$ cat src/pgs_pkg.sv
`default_nettype none

package pgs_pkg;

   // Fixed field widths of the interface.
   localparam int DRAW_W     = 14;
   localparam int SAMPLE_W   = 16;
   localparam int CSR_W      = 32;
   localparam int CSR_ADDR_W = 3;

   // Fixed-point formats of the internal arithmetic.
   localparam int LOG_FRAC   = 24;
   localparam int SCALE_FRAC = 12;
   localparam int MANT_W     = 31;

   // Natural log of two in Q0.32.
   localparam logic [31:0] LN2_Q32 = 32'hB17217F8;

   localparam logic [SAMPLE_W-1:0] SCALE_RESET = 16'd4096;
   localparam logic [SAMPLE_W-1:0] MEAN_RESET  = 16'd0;

   // Register map, indexed by the word address.
   typedef enum logic {
      REG_MEAN  = 1'b0,
      REG_SCALE = 1'b1
   } reg_index_type;

   // Control that travels with each item down the pipeline.
   typedef struct packed {
      logic vld;
      logic neg;
   } tag_type;

   // Base-2 log with LOG_FRAC fraction bits, evaluated at elaboration for constants.
   function automatic longint unsigned log2_fixed(input longint unsigned v);
      longint unsigned m;
      longint unsigned f;
      int              e;
      e = 0;
      for (int i = 0; i < 64; i++) begin
         if (v[i]) e = i;
      end
      if (e > MANT_W - 1) m = v >> (e - (MANT_W - 1));
      else                m = v << ((MANT_W - 1) - e);
      f = 0;
      for (int i = 0; i < LOG_FRAC; i++) begin
         m = (m * m) >> (MANT_W - 1);
         f = f << 1;
         if (m >= (64'd1 << MANT_W)) begin
            m = m >> 1;
            f = f | 64'd1;
         end
      end
      return (longint'(e) << LOG_FRAC) | f;
   endfunction

endpackage

`default_nettype wire

$ cat src/pgs_sqrt.sv
`default_nettype none

module pgs_sqrt #(
   parameter int QW = 30,
   localparam int QE = QW + (QW % 2),
   localparam int YW = QE / 2
) (
   input  logic               clock,
   input  logic               reset,
   input  pgs_pkg::tag_type   tag_i,
   input  logic [QW-1:0]      q_i,
   output pgs_pkg::tag_type   tag_o,
   output logic [YW-1:0]      y_o
);
   import pgs_pkg::*;

   localparam int RW = YW + 3;

   tag_type         tag_ff  [YW];
   logic [RW-1:0]   rem_ff  [YW];
   logic [RW-1:0]   rem_in  [YW];
   logic [YW-1:0]   root_ff [YW];
   logic [YW-1:0]   root_in [YW];
   logic [QE-1:0]   v_ff    [YW];
   logic [QE-1:0]   v_in    [YW];

   // Digit-by-digit square root: one result bit per stage.
   always_comb begin
      logic [RW-1:0] srem;
      logic [YW-1:0] sroot;
      logic [QE-1:0] sv;
      logic [RW-1:0] remt;
      logic [RW-1:0] trial;
      for (int k = 0; k < YW; k++) begin
         if (k == 0) begin
            srem  = '0;
            sroot = '0;
            sv    = QE'(q_i);
         end else begin
            srem  = rem_ff[(k == 0) ? 0 : k - 1];
            sroot = root_ff[(k == 0) ? 0 : k - 1];
            sv    = v_ff[(k == 0) ? 0 : k - 1];
         end
         remt  = {srem[RW-3:0], sv[QE-1:QE-2]};
         trial = RW'({sroot, 2'b01});
         if (remt >= trial) begin
            rem_in[k]  = remt - trial;
            root_in[k] = {sroot[YW-2:0], 1'b1};
         end else begin
            rem_in[k]  = remt;
            root_in[k] = {sroot[YW-2:0], 1'b0};
         end
         v_in[k] = sv << 2;
      end
   end

   always_ff @(posedge clock) begin
      if (reset) begin
         for (int k = 0; k < YW; k++) tag_ff[k] <= '0;
      end else begin
         for (int k = 0; k < YW; k++) tag_ff[k] <= (k == 0) ? tag_i : tag_ff[(k == 0) ? 0 : k - 1];
      end
   end

   always_ff @(posedge clock) begin
      for (int k = 0; k < YW; k++) begin
         rem_ff[k]  <= rem_in[k];
         root_ff[k] <= root_in[k];
         v_ff[k]    <= v_in[k];
      end
   end

   assign tag_o = tag_ff[YW-1];
   assign y_o   = root_ff[YW-1];

endmodule

`default_nettype wire

$ cat config.mk
export PLATFORM = sky130hd
export DESIGN_NAME = pgs_sqrt
export DESIGN_NICKNAME = d
export VERILOG_FILES = /design/src/pgs_pkg.sv /design/src/pgs_sqrt.sv
export SDC_FILE = /design/constraint.sdc
export NUM_CORES = 1
export LEC_CHECK = 0
export BUFFER_PORTS_ARGS = -buffer_cell sky130_fd_sc_hd__clkbuf_2
export CAP_MARGIN = 20
export CORE_UTILIZATION = 45
export CTS_CLUSTER_SIZE = 14
export DETAILED_ROUTE_END_ITERATION = 7
export PLACE_DENSITY = 0.65
export SLEW_MARGIN = 10
export SYNTH_ARGS = -nofsm -noshare
export SYNTH_HDL_FRONTEND = slang
export SYNTH_SLANG_ARGS = --single-unit
$ cat constraint.sdc
create_clock -name clock -period 2.3 [get_ports clock]
set_input_delay 0.69 -clock clock [delete_from_list [all_inputs] [get_ports clock]]
set_output_delay 0.69 -clock clock [all_outputs]
set_load 0.02 [all_outputs]
==> summary.txt <==
Clocking
  • Worst-Skew Late Latency: 0.63 ns
  • Clk buf depth: 3
  • Post-CTS Hold Buffers: 0
  • Clk sinks: 568
  • Clock slew at reported path FFs: about 0.06 ns
  • CTS Buf Count: 56
  • Root Driver: clkbuf_16
  • # H-tree levels: 2
  • CTS tree: built

Yosys
  • Synth warn: 0
  • Synth area leaders: dfxtp_1 56%, ha_1 8.3%, xnor2_1 3.8%
  • Syn Nets: 2055
  • Top-area cell type share of the netlist area: 55.83%
  • Top_reg_cell synth: dfxtp_1
  • Yosys top cell by area: dfxtp_1
  • Netlist cell types: 75
  • FF+latch count, synth: 568
  • Synth Instances: around 1900
  • Seq/Total Area, Yosys: roughly 56%
  • Syn Std Cell Area: 20370 um2
  • Number of synthesized flops with an enable pin: 0
  • Synth async-reset ratio: 0%
  • Mapped Avg Cell Area: 10.80 um2

Finish
  • Multi-input logic area: 8793 um2
  • Sequential Area: 11400 um2
  • Final instance area: 25100 um2
  • Antenna cells: 0
  • Fill count: 3732
  • Area Overhead vs Synth: 23.23%
  • Most frequent cells in the layout: 547 x dfxtp_1, 160 x buf_4, 153 x inv_1
  • Layout cell share with drive strength beyond 1: 23.00%
  • Nets: about 2300
  • Commonest non-fill, non-tap cell in the layout: dfxtp_1

Worst setup path
  • Critical path type: register to register
  • Setup crit start kind: register
  • CP max FO: 7
  • CP Capture Type: register
  • Req. time, crit path: 2.80 ns
  • Worst Path Arrival: about 2.8 ns

Floorplanning
  • DIE AREA: 46120 um2
  • Starting Density: roughly 46%
  • Core ar.: 44410 um2
  • Rows: between 70 and 80
  • DIE HEIGHT: approximately 210 um
  • # IOs: 51
  • Chip width: 214.8 um

Timing
  • RSZ-0062 raised after global routing: true
  • Setup ws final: -0.02677 ns
  • Hold Fails Final Rpt: 0
  • Fmax: ~430 MHz
  • Rel. slew slack: 53.79%
  • Period utilization: 101.2%
  • Final period demand of the worst path: 2.327 ns
  • Final setup viols: 8
  • Clock skew: approximately 0.023 ns
  • Sum Neg Setup Slack: -0.09267 ns
  • Final Max Tran Viols: 0
  • Worst slew pin tran: 0.6757 ns

Power
  • Pwr dens: approximately 1200 nW/um2
  • Static leakage: 0.01163 uW
  • Maximum vdd drop: ~0.00086 V

Outcome
  • Outcome: finished with violations
  • Failing checks: setup timing

Global routing
  • Largest net degree at the start of global routing: 31
  • Vias in the first global route: 13439
  • All-Layer GR Usage: 16.36%
  • First-pass GRT wire length: 62870 um
  • Antenna violations before repair: 0
  • Gr ovfl total: 0

Flow run
  • Max_cap viols: 0

Placed design
  • GP Congestion: 0.8747
  • Dpl cell area: 22390 um2
  • Detailed Place HPWL: 27540 um
  • Number of buffers added on ports: 50

Detailed routing
  • Antenna Nets Post-Route: 0
  • Vias per cell: approximately 4.9
  • Post-Route WL: 37960 um
  • DRT iter0 DRCs: 500
  • Vias: between 10000 and 15000
  • Residual DRC count: 0
  • Drt first pass iters: 5
  • Wire length per cell: 13.74 um

Min path
  • Worst hold path class: primary input to register
registers in the layout (all words and copies together), names as in the netlist:
signal   cells
rem_ff     208
v_ff       210
tag_ff      30
root_ff    120
worst max-delay path: stages (launching register included):
cell and delay (ns):
dfxtp_1 0.41, ha_4 0.24, o21a_1 0.18, o31a_1 0.13
o31a_1 0.31, o21a_1 0.21, or2_4 0.29, buf_12 0.15
mux2_2 0.27
cells in the mapped netlist (3+ instances only):
master / instances
nor4b_1: 4
mux2_2: 62
ha_1: 135
o21ai_0: 69
and3_1: 7
a21boi_0: 4
o31ai_1: 8
dfxtp_1: 568
nand3b_1: 7
a21o_1: 22
a2111oi_0: 7
or2_2: 6
a21bo_2: 3
nor4_1: 16
a21oi_1: 87
nand2b_1: 23
a211oi_1: 10
nand2_1: 62
a211o_1: 3
nor3b_1: 5
nor2b_1: 49
o31a_1: 8
nand3_1: 28
or3_1: 34
and2_1: 8
nand4b_1: 6
or4_1: 10
o22ai_1: 8
o21a_1: 36
clkbuf_1: 16
a31o_2: 4
xor2_1: 51
a31oi_1: 10
buf_2: 5
nor2_1: 109
xnor2_1: 89
o21bai_1: 7
mux2i_1: 7
nand4_1: 16
o211ai_1: 15
nor3_1: 46
buf_4: 17
inv_1: 158
report_power, final:
part           switching, uW  internal [uW]
Clock                   3760           5610
Combinational           3250           3690
Sequential              1190          11600
metrics by stage:
| step | hold slack [ns] | cells | total power [uW] | worst slack, ns | util [%] |
|---|---|---|---|---|---|
| after floorplan | 0.3096 | 1886 | 17150 | 0.002325 | - |
| after global placement | 0.3095 | 2638 | 19150 | -0.1011 | 50.40 |
| after detailed placement | 0.3121 | 2638 | 19320 | -0.1839 | 50.40 |
| after CTS | 0.1405 | 2749 | 28990 | -0.01602 | 55.22 |
| after global routing | 0.1382 | 2762 | 30770 | -0.1216 | 56.51 |
| final | 0.1769 | 2762 | 29100 | -0.02677 | 56.51 |
per-layer routing:
| layer | vias up | global-route usage, % | share of wire [%] |
|---|---|---|---|
| li1 | 6953 | - | - |
| met1 | 6311 | 20.85 | 47 |
| met2 | 197 | 27.81 | 47 |
| met3 | 51 | 3.241 | 3.7 |
| met4 | 0 | 5.095 | 2.0 |
| met5 | - | 0 | 0 |
path summary, 6_finish.rpt:
path	cells after the start	end	startpoint	slack [ns]
setup reg to reg	8	rem_ff[1][92]	rem_ff[1][73]	-0.03
hold / removal	1	v_ff[0][26]	q_i[26]	0.18
setup / recovery	8	rem_ff[1][92]	rem_ff[1][73]	-0.03
hold reg to reg	0	v_ff[1][80]	v_ff[1][50]	0.31
cell families after synthesis:
| logic type | Yosys count | synth area share [%] |
|---|---|---|
| adder cells (fa/ha/maj) | 135 | 8.293 |
| flip-flops | 568 | 55.83 |
| buffers and inverters | 199 | 4.048 |
| XOR/XNOR | 140 | 6.020 |
| AND/OR/NAND/NOR | 446 | 11.57 |
| other | 1 | 0.01841 |
| multiplexers | 69 | 3.772 |
| AO/OA/AOI/OAI | 328 | 10.45 |
final cells by class:
type	count	area share, %
clock buffers	78	6.271
inverters	160	2.423
multi-input cells	1119	35.03
flip-flops and latches	568	45.41
repair buffers	219	6.410
clock inverters	26	1.505
well taps	592	2.951
what timing repair did:
item | 4_1_cts | 5_1_grt
setup endpoints to repair | 71 | 134
gates cloned | 1 | 1
resized for setup | 34 | 95
setup buffers | 6 | 12
pin swaps | 12 | 31
Note: power is estimated with default switching activity, not from simulation.
