**src/pgs_pkg.sv**
```systemverilog
`default_nettype none

package pgs_pkg;

   // Fixed field widths of the interface.
   localparam int DRAW_W     = 14;
   localparam int SAMPLE_W   = 16;
   localparam int CSR_W      = 32;
   localparam int CSR_ADDR_W = 3;

   // Fixed-point formats of the internal arithmetic.
   localparam int LOG_FRAC   = 24;
   localparam int SCALE_FRAC = 12;
   localparam int MANT_W     = 31;

   // Natural log of two in Q0.32.
   localparam logic [31:0] LN2_Q32 = 32'hB17217F8;

   localparam logic [SAMPLE_W-1:0] SCALE_RESET = 16'd4096;
   localparam logic [SAMPLE_W-1:0] MEAN_RESET  = 16'd0;

   // Register map, indexed by the word address.
   typedef enum logic {
      REG_MEAN  = 1'b0,
      REG_SCALE = 1'b1
   } reg_index_type;

   // Control that travels with each item down the pipeline.
   typedef struct packed {
      logic vld;
      logic neg;
   } tag_type;

   // Base-2 log with LOG_FRAC fraction bits, evaluated at elaboration for constants.
   function automatic longint unsigned log2_fixed(input longint unsigned v);
      longint unsigned m;
      longint unsigned f;
      int              e;
      e = 0;
      for (int i = 0; i < 64; i++) begin
         if (v[i]) e = i;
      end
      if (e > MANT_W - 1) m = v >> (e - (MANT_W - 1));
      else                m = v << ((MANT_W - 1) - e);
      f = 0;
      for (int i = 0; i < LOG_FRAC; i++) begin
         m = (m * m) >> (MANT_W - 1);
         f = f << 1;
         if (m >= (64'd1 << MANT_W)) begin
            m = m >> 1;
            f = f | 64'd1;
         end
      end
      return (longint'(e) << LOG_FRAC) | f;
   endfunction

endpackage

`default_nettype wire

```
**src/pgs_front.sv**
```systemverilog
`default_nettype none

module pgs_front #(
   parameter int DRAW_MODULUS = 10000,
   localparam int NW  = $clog2(DRAW_MODULUS + 1),
   localparam int SQW = 2 * NW,
   localparam int SW  = SQW + 1,
   localparam int EW  = $clog2(SW)
) (
   input  logic                        clock,
   input  logic                        reset,
   input  logic                        load,
   input  logic [pgs_pkg::DRAW_W-1:0]  draw_a,
   input  logic [pgs_pkg::DRAW_W-1:0]  draw_b,
   output pgs_pkg::tag_type            tag_o,
   output logic [SQW-1:0]              a1sq_o,
   output logic [SW-1:0]               s_o,
   output logic [EW-1:0]               e_o,
   output logic [pgs_pkg::MANT_W-1:0]  m_o
);
   import pgs_pkg::*;

   localparam logic [31:0]     DM32 = 32'(DRAW_MODULUS);
   localparam longint unsigned MM   = longint'(DRAW_MODULUS) * longint'(DRAW_MODULUS);

   tag_type             tag1_ff, tag1_in, tag2_ff, tag3_ff, tag3_in, tag4_ff;
   logic [NW-1:0]       a1_ff, a1_in, a2_ff, a2_in;
   logic [SQW-1:0]      sq1_ff, sq2_ff, a1sq3_ff, a1sq4_ff;
   logic [SW-1:0]       s3_ff, s3_in, s4_ff;
   logic [EW-1:0]       e4_ff, e4_in;
   logic [MANT_W-1:0]   m4_ff, m4_in;
   logic [31:0]         twoa, twob;
   logic [SW+MANT_W-1:0] win;

   // Map each draw to |2d - M| and note the sign of the first one.
   always_comb begin
      twoa = 32'({draw_a, 1'b0});
      twob = 32'({draw_b, 1'b0});
      tag1_in.vld = load && (32'(draw_a) < DM32) && (32'(draw_b) < DM32);
      tag1_in.neg = twoa < DM32;
      a1_in = (twoa >= DM32) ? NW'(twoa - DM32) : NW'(DM32 - twoa);
      a2_in = (twob >= DM32) ? NW'(twob - DM32) : NW'(DM32 - twob);
   end

   // Sum of squares and rejection of pairs outside the open unit disk or at its center.
   always_comb begin
      s3_in = SW'(sq1_ff) + SW'(sq2_ff);
      tag3_in.vld = tag2_ff.vld && (s3_in != '0) && (64'(s3_in) < MM);
      tag3_in.neg = tag2_ff.neg;
   end

   // Leading-one search and normalization of the sum to Q1.30.
   always_comb begin
      e4_in = '0;
      for (int i = 0; i < SW; i++) begin
         if (s3_ff[i]) e4_in = EW'(i);
      end
      win   = {s3_ff, {MANT_W{1'b0}}};
      m4_in = MANT_W'(win >> (int'(e4_in) + 1));
   end

   always_ff @(posedge clock) begin
      if (reset) begin
         tag1_ff <= '0;
         tag2_ff <= '0;
         tag3_ff <= '0;
         tag4_ff <= '0;
      end else begin
         tag1_ff <= tag1_in;
         tag2_ff <= tag1_ff;
         tag3_ff <= tag3_in;
         tag4_ff <= tag3_ff;
      end
   end

   always_ff @(posedge clock) begin
      a1_ff    <= a1_in;
      a2_ff    <= a2_in;
      sq1_ff   <= SQW'(a1_ff * a1_ff);
      sq2_ff   <= SQW'(a2_ff * a2_ff);
      a1sq3_ff <= sq1_ff;
      s3_ff    <= s3_in;
      a1sq4_ff <= a1sq3_ff;
      s4_ff    <= s3_ff;
      e4_ff    <= e4_in;
      m4_ff    <= m4_in;
   end

   assign tag_o  = tag4_ff;
   assign a1sq_o = a1sq4_ff;
   assign s_o    = s4_ff;
   assign e_o    = e4_ff;
   assign m_o    = m4_ff;

   a_abs_range: assert property (@(posedge clock) disable iff (reset)
      tag1_ff.vld |-> (32'(a1_ff) <= DM32 && 32'(a2_ff) <= DM32))
      else $error("mapped draw exceeds the modulus");

   a_disk: assert property (@(posedge clock) disable iff (reset)
      tag3_ff.vld |-> (s3_ff != '0 && 64'(s3_ff) < MM))
      else $error("item outside the unit disk kept");

   a_reject_holds: assert property (@(posedge clock) disable iff (reset)
      !tag1_ff.vld |=> !tag2_ff.vld)
      else $error("rejected item revived");

   a_norm: assert property (@(posedge clock) disable iff (reset)
      tag4_ff.vld |-> m4_ff[MANT_W-1])
      else $error("mantissa not normalized");

endmodule

`default_nettype wire

```
**config.mk**
```make
export PLATFORM = sky130hd
export DESIGN_NAME = pgs_front
export DESIGN_NICKNAME = d
export VERILOG_FILES = /design/src/pgs_pkg.sv /design/src/pgs_front.sv
export SDC_FILE = /design/constraint.sdc
export NUM_CORES = 1
export LEC_CHECK = 0
export ABC_AREA = 1
export BUFFER_PORTS_ARGS = -buffer_cell sky130_fd_sc_hd__buf_4
export CAP_MARGIN = 10
export CORE_ASPECT_RATIO = 0.9
export CORE_MARGIN = 8
export CORE_UTILIZATION = 27
export CTS_BUF_LIST = sky130_fd_sc_hd__clkbuf_8
export DETAILED_ROUTE_END_ITERATION = 7
export PLACE_DENSITY_LB_ADDON = 0.1
export RECOVER_POWER = 50
export SETUP_SLACK_MARGIN = 0.02
export SYNTH_ARGS = -nofsm -noshare
export SYNTH_HDL_FRONTEND = slang
export SYNTH_SLANG_ARGS = --single-unit
```
**constraint.sdc**
```tcl
create_clock -name clock -period 8.5 [get_ports clock]
set_input_delay 1.7 -clock clock [delete_from_list [all_inputs] [get_ports clock]]
set_output_delay 1.7 -clock clock [all_outputs]
set_load 0.005 [all_outputs]
```
==> summary.md, run 1 <==
| Metric | Value |
|---|---|
| Fmax achieved | 154 MHz |
| H-tree Lvls | 2 |
| Most common cell in the netlist | inv_1 |
| IO Count | 126 |
| DP Wirelength | 36500 microns |
| Sequential-to-total area share from yosys stat | 25.1% |
| Antenna violations before repair | 2 |
| Async S/R FF share, synth | 0% |
| Gr busiest metal | met2 |
| Library cell with the largest summed area after synthesis | dfxtp_1 |
| GR met1 Demand/Resource | 15.5% |
| Post-route ant nets | 0 |
| Average via count per standard cell | 4.25 |
| RSZ-0062 raised after global routing | false |
| Total global-route track usage | 12.2% |
| Synth Cell Area | 17800 sq um |
| # port buffers | 119 |
| Post-CTS sizing | 0 |
| Clock Tree Root | clkbuf_8 |
| Slew margin rel. | -17.5% |
| Synthesized flop and latch total | 223 |
| Gate Count Post-Synth | 2106 |
| Row count | 89 |
| CP Capture Point | sq1_ff[27] |
| First-pass GRT wire length | 73500 microns |
| Final hold violations | 0 |
| Initial DRC count | 689 |
| R2R Setup Slk | 2.02 ns |
| CTS tree | done |
| Post-synth top area share | 25.1% |
| Register area | 4460 sq um |
| Hold/Removal Path Class | reg -> reg |
| Vias | 13300 |
| WS Path Type | reg -> reg |
| Height of the die | 259 microns |
| Clk buf depth | 3 |
| Die Area | 74300 sq um |
| Reg2reg path depth | 27 |
| Met3 GRT Util | 2.41% |
| WP data arrival | 6.97 ns |
| Number of global-route vias before repair | 14100 |
| Synth unique cells | 48 |
| CP Max Fanout | 14 |
| Fin crit share | 76.3% |
| Top cells by count, synth | 451 x inv_1, 403 x nand2_1, 223 x dfxtp_1 |
| Pins Over Slew Limit | 25 |
| Main flop type after synthesis | dfxtp_1 |
| Initial core utilization | 27.2% |
| Clock Skew | 0.0160 ns |
| GRT Residual Overflow | 0 |
| Area growth syn-to-layout | 14.4% |
| Critical path required time | 8.99 ns |
| Clock Latency Late Sink | 0.61 ns |
| DR DRC count | 0 |
| Total CTS buffers | 43 |
| Warning count from the yosys run | 0 |
| Setup TNS | 0 ns |
| Worst setup EP type | flop |
| Post-synth EDFFs | 0 |
| Status | finished with violations |
| Setup-failing EPs final | 0 |
| Largest net degree at the start of global routing | 33 |
| Core ar. | 65400 sq um |
| Die X | 286 microns |
| Drt wl/cell | 14.3 microns |
| Met2 Usage GRT | 20.7% |
| Multi-input gate area | 11300 sq um |
| Nets | 2654 |
| # Post-CTS Setup Buffers | 0 |
| Crit start category | flop |
| Gpl congestion | 0.808 |
| Failing checks | capacitance limit, slew limit |
| Setup crit start | a1_ff[2] |
| Area contributors post-synth | dfxtp_1 25%, fa_1 22%, ha_1 14% |
| Sink Count | 223 |
| Reg-to-reg endpoint | sq1_ff[27] |
| Minimum clock period | 6.48 ns |
| Routed wire length | 44600 microns |
| Worst Max-Slew Pin Slew | 1.76 ns |
| Avg Inst Size Synth | 8.44 sq um |
| CTS hold repair buffers | 0 |
| Fillers | 6936 |
| DRT Pass-1 Iters | 5 |
| Max Cap Viol | 1 |
| Clock slew at reported path FFs | 0.07 ns |
| Share of cells above drive strength 1 | 9.10% |
| Worst r2r src | a1_ff[2] |
-- cell type report --
| class | count | area share (%) |
|---|---|---|
| clock buffers | 54 | 3.66 |
| well taps | 864 | 5.32 |
| inverters | 455 | 8.41 |
| flip-flops and latches | 223 | 22.0 |
| diodes | 1 | 0.0123 |
| repair buffers | 123 | 4.30 |
| clock inverters | 21 | 0.702 |
| multi-input cells | 1377 | 55.6 |
-- stage by stage --
stage,hold WS (ns),cells,cell area [sq um],utilization [%],worst slack (ns)
final,0.322,3118,20300,31.1,2.02
after global routing,0.331,3118,20300,31.1,1.50
after CTS,0.323,3117,20400,31.2,1.97
after detailed placement,0.312,3042,19500,29.9,2.02
after global placement,0.312,3042,19500,29.9,2.05
after floorplan,0.310,2114,17800,-,2.55
-- worst max-delay path, stage by stage, from the launching register on --
cell and delay [ns]:
dfxtp_1 0.67, nand2_1 0.19, fa_1 0.57, inv_1 0.05, fa_1 0.47, fa_1 0.51, inv_1 0.05, fa_1 0.47
fa_1 0.54, inv_1 0.04, ha_1 0.29, ha_1 0.35, a21oi_1 0.14, inv_1 0.05, a31oi_1 0.24, o21ai_1 0.13
a21oi_1 0.14, inv_1 0.06, a21oi_1 0.21, o21ai_1 0.15, a21o_1 0.19, a21oi_1 0.28, o21bai_1 0.15, nand3_1 0.09
nand2_1 0.08, nand3_1 0.07, nand2_1 0.06, xor2_1 0.13
-- metal layers --
metal / routed length (microns) / share of wire [%] / vias up
li1: - / - / 6698
met2: 21000 / 47 / 244
met1: 20100 / 45 / 6241
met5: 0 / 0 / -
met4: 1240 / 2.8 / 0
met3: 2130 / 4.8 / 71
-- cells by family after synthesis --
family	Yosys count	share of synthesized area [%]
AOI/OAI and AO/OA	171	5.66
xor gates and xnor gates	98	4.87
adders and majority gates	400	36.5
buffers and inverters	514	11.2
DFF	223	25.1
muxes	1	0.0634
other	1	0.0211
and+or+nand+nor	698	16.5
-- layout by cell type (no fill, tap or decap), drive strengths merged, types with 2 or more instances in the layout --
cell / instances
inv: 460
nand2: 410
dfxtp: 223
ha: 203
fa: 197
nand3: 158
clkbuf: 95
nor2: 94
buf: 82
a21oi: 79
xor2: 66
o21ai: 59
xnor2: 32
clkinv: 12
nor3: 11
nand4: 10
nor4: 9
conb: 9
o21bai: 7
a31oi: 6
o211ai: 6
or2: 5
clkinvlp: 3
a21o: 2
o221ai: 2
o31ai: 2
o22ai: 2
a21boi: 2
-- sequential cells by signal, summed over array words and instances, names as in the netlist, 5 cells and up --
register,cells
s3_ff,27
a2_ff,13
s_o,27
m_o,30
a1sq_o,25
a1_ff,13
sq2_ff,25
e_o,5
sq1_ff,25
a1sq3_ff,25
-- how the worst min path moves through the flow --
stage | from | endpoint | slack (ns) | cells past startpoint
CTS | a1sq3_ff[13] | a1sq_o[13] | 0.32 | 0
floorplan | a1sq3_ff[10] | a1sq_o[10] | 0.31 | 0
global route | a1sq3_ff[5] | a1sq_o[5] | 0.33 | 0
global placement | a1sq3_ff[14] | a1sq_o[14] | 0.31 | 0
finish | a1sq3_ff[13] | a1sq_o[13] | 0.32 | 0
detailed placement | a1sq3_ff[2] | a1sq_o[2] | 0.31 | 0
Power of run 1 is not shown: default switching activity piles up to over one toggle a cycle in this logic, so the estimate is an artifact.
==> run 2, diff against run 1 <==
Clock period 8.5 ns to 5.2 ns, I/O delays scaled along.
==> summary.md, run 2 (same netlist as run 1, synthesis figures left out) <==
| Metric | Value |
|---|---|
| Status | finished with violations |
| Failing checks | setup timing |
| Max FFs per register | 30 |
| IO Count | 126 |
| Core ar. | 65400 sq um |
| Clock Skew | 0.0439 ns |
| WP data arrival | 5.89 ns |
| Slew margin rel. | 7.38% |
| Setup-failing EPs final | 7 |
| Die Area | 74300 sq um |
| WS Path Type | reg -> reg |
| WHS Endpoint | a1sq_o[7] |
| Initial DRC count | 595 |
| Clk buf depth | 3 |
| Share of cells above drive strength 1 | 20.6% |
| Vias | 13900 |
| R2R Setup Slk | -0.15 ns |
| Multi-input gate area | 11900 sq um |
| Post-layout util | 34.4% |
| DR DRC count | 0 |
| # port buffers | 119 |
| Average via count per standard cell | 4.21 |
| GRT Residual Overflow | 0 |
| CTS tree | done |
| Worst r2r src | a2_ff[3] |
| Crit path top cell by count | inv_1 |
| Clock slew at reported path FFs | 0.06 ns |
| Total global-route track usage | 12.6% |
| Critical path required time | 5.74 ns |
| Total CTS buffers | 42 |
| Area growth syn-to-layout | 26.5% |
| WHS Path Cells | 0 |
| Most frequent cells in the layout | 446 x inv_1, 392 x nand2_1, 250 x buf_4, 203 x dfxtp_1, 193 x fa_1 |
| Leading cell type in the layout, fill and taps excluded | inv_1 |
| RSZ-0062 raised after global routing | true |
| Hold/Removal Path Class | reg -> reg |
| Final hold violations | 0 |
| Die X | 286 microns |
| Height of the die | 259 microns |
| Sink Count | 223 |
| PnR worst setup slack | -0.150 ns |
| Antenna violations before repair | 3 |
| Worst Max-Slew Pin Slew | 1.39 ns |
| Largest stage delay, worst path | 0.52 ns |
| Routed wire length | 46200 microns |
| Minimum clock period | 5.35 ns |
| Clock Tree Root | clkbuf_8 |
| Pins Over Slew Limit | 0 |
| Number of global-route vias before repair | 14700 |
| DP Wirelength | 38600 microns |
| CP Max Fanout | 6 |
| DRT Pass-1 Iters | 7 |
| Reg-to-reg endpoint | sq2_ff[26] |
| Worst setup EP type | flop |
| Nets | 2841 |
| Gpl congestion | 0.804 |
| Drt wl/cell | 14.0 microns |
| CTS hold repair buffers | 0 |
| H-tree Lvls | 2 |
| Fmax achieved | 187 MHz |
| Post-route ant nets | 0 |
| Initial core utilization | 27.2% |
| Largest net degree at the start of global routing | 33 |
| Fillers | 6886 |
| Slowest CP cell | fa_1 |
| First-pass GRT wire length | 76400 microns |
| Max Cap Viol | 0 |
| Crit start category | flop |
| Register area | 4520 sq um |
| Reg2reg path depth | 32 |
| Clock Latency Late Sink | 0.63 ns |
| Row count | 89 |
| Fin crit share | 103% |
| Hold path start | a1sq3_ff[7] |
-- run 2: changes by cell type in the layout (fill, tap and decap cells not counted), sizes merged --
| cell | change |
|---|---|
| buf | +179 |
| inv | +5 |
| bufinv | +4 |
| clkbuf | +4 |
| clkinv | -4 |
| clkinvlp | +1 |
-- run 2: cell type report --
cell class | count | share of cell area [%]
multi-input cells | 1377 | 53.0
clock buffers | 49 | 3.00
flip-flops and latches | 223 | 20.1
diodes | 1 | 0.0111
well taps | 864 | 4.81
clock inverters | 27 | 1.21
repair buffers | 311 | 10.3
inverters | 455 | 7.60
-- run 2: worst max-delay path by stage --
stage	startpoint	to	slack, ns	cells past startpoint
3_5_place_dp	a2_ff[3]	sq2_ff[26]	-0.51	32
6_report	a2_ff[3]	sq2_ff[26]	-0.15	32
3_3_place_gp	a2_ff[5]	sq2_ff[27]	-0.47	23
4_1_cts	a2_ff[8]	sq2_ff[26]	-0.14	29
5_1_grt	a2_ff[1]	sq2_ff[27]	-0.45	27
2_1_floorplan	a1_ff[2]	sq1_ff[27]	-0.22	28
-- run 2: metal layers --
layer  wire (microns)  global-route usage (%)
met1            22000                    16.8
met2            21000                    20.8
met3             2250                    2.48
met4              918                    3.26
met5                0                       0
-- run 2: what timing repair did --
action | in CTS | in global routing
pin swaps | 59 | 25
gates resized for setup | 53 | 46
setup buffers | 22 | 12
endpoints found under the setup margin | 16 | 16
gates cloned | 0 | 0
-- run 2: worst max-delay path, delay by kind of cell (launching register included) --
family	cells	cell delay, ns
adder cells (fa/ha/maj)	7	2.64
AO/OA/AOI/OAI	7	0.91
AND/OR/NAND/NOR	9	0.69
buffers and inverters	8	0.49
flip-flops	1	0.40
XOR/XNOR	1	0.15
-- run 2: stage by stage --
stage / worst slack (ns) / cells / hold slack (ns) / cell area, sq um / TNS, ns
final: -0.150 / 3307 / 0.324 / 22500 / -0.614
after floorplan: -0.223 / 2114 / 0.310 / 18200 / -0.769
after global routing: -0.448 / 3307 / 0.328 / 22500 / -3.61
after detailed placement: -0.509 / 3195 / 0.312 / 20900 / -4.20
after global placement: -0.468 / 3195 / 0.313 / 20900 / -3.87
after CTS: -0.143 / 3293 / 0.323 / 22300 / -0.633
Power of run 2 is left out for the same reason.
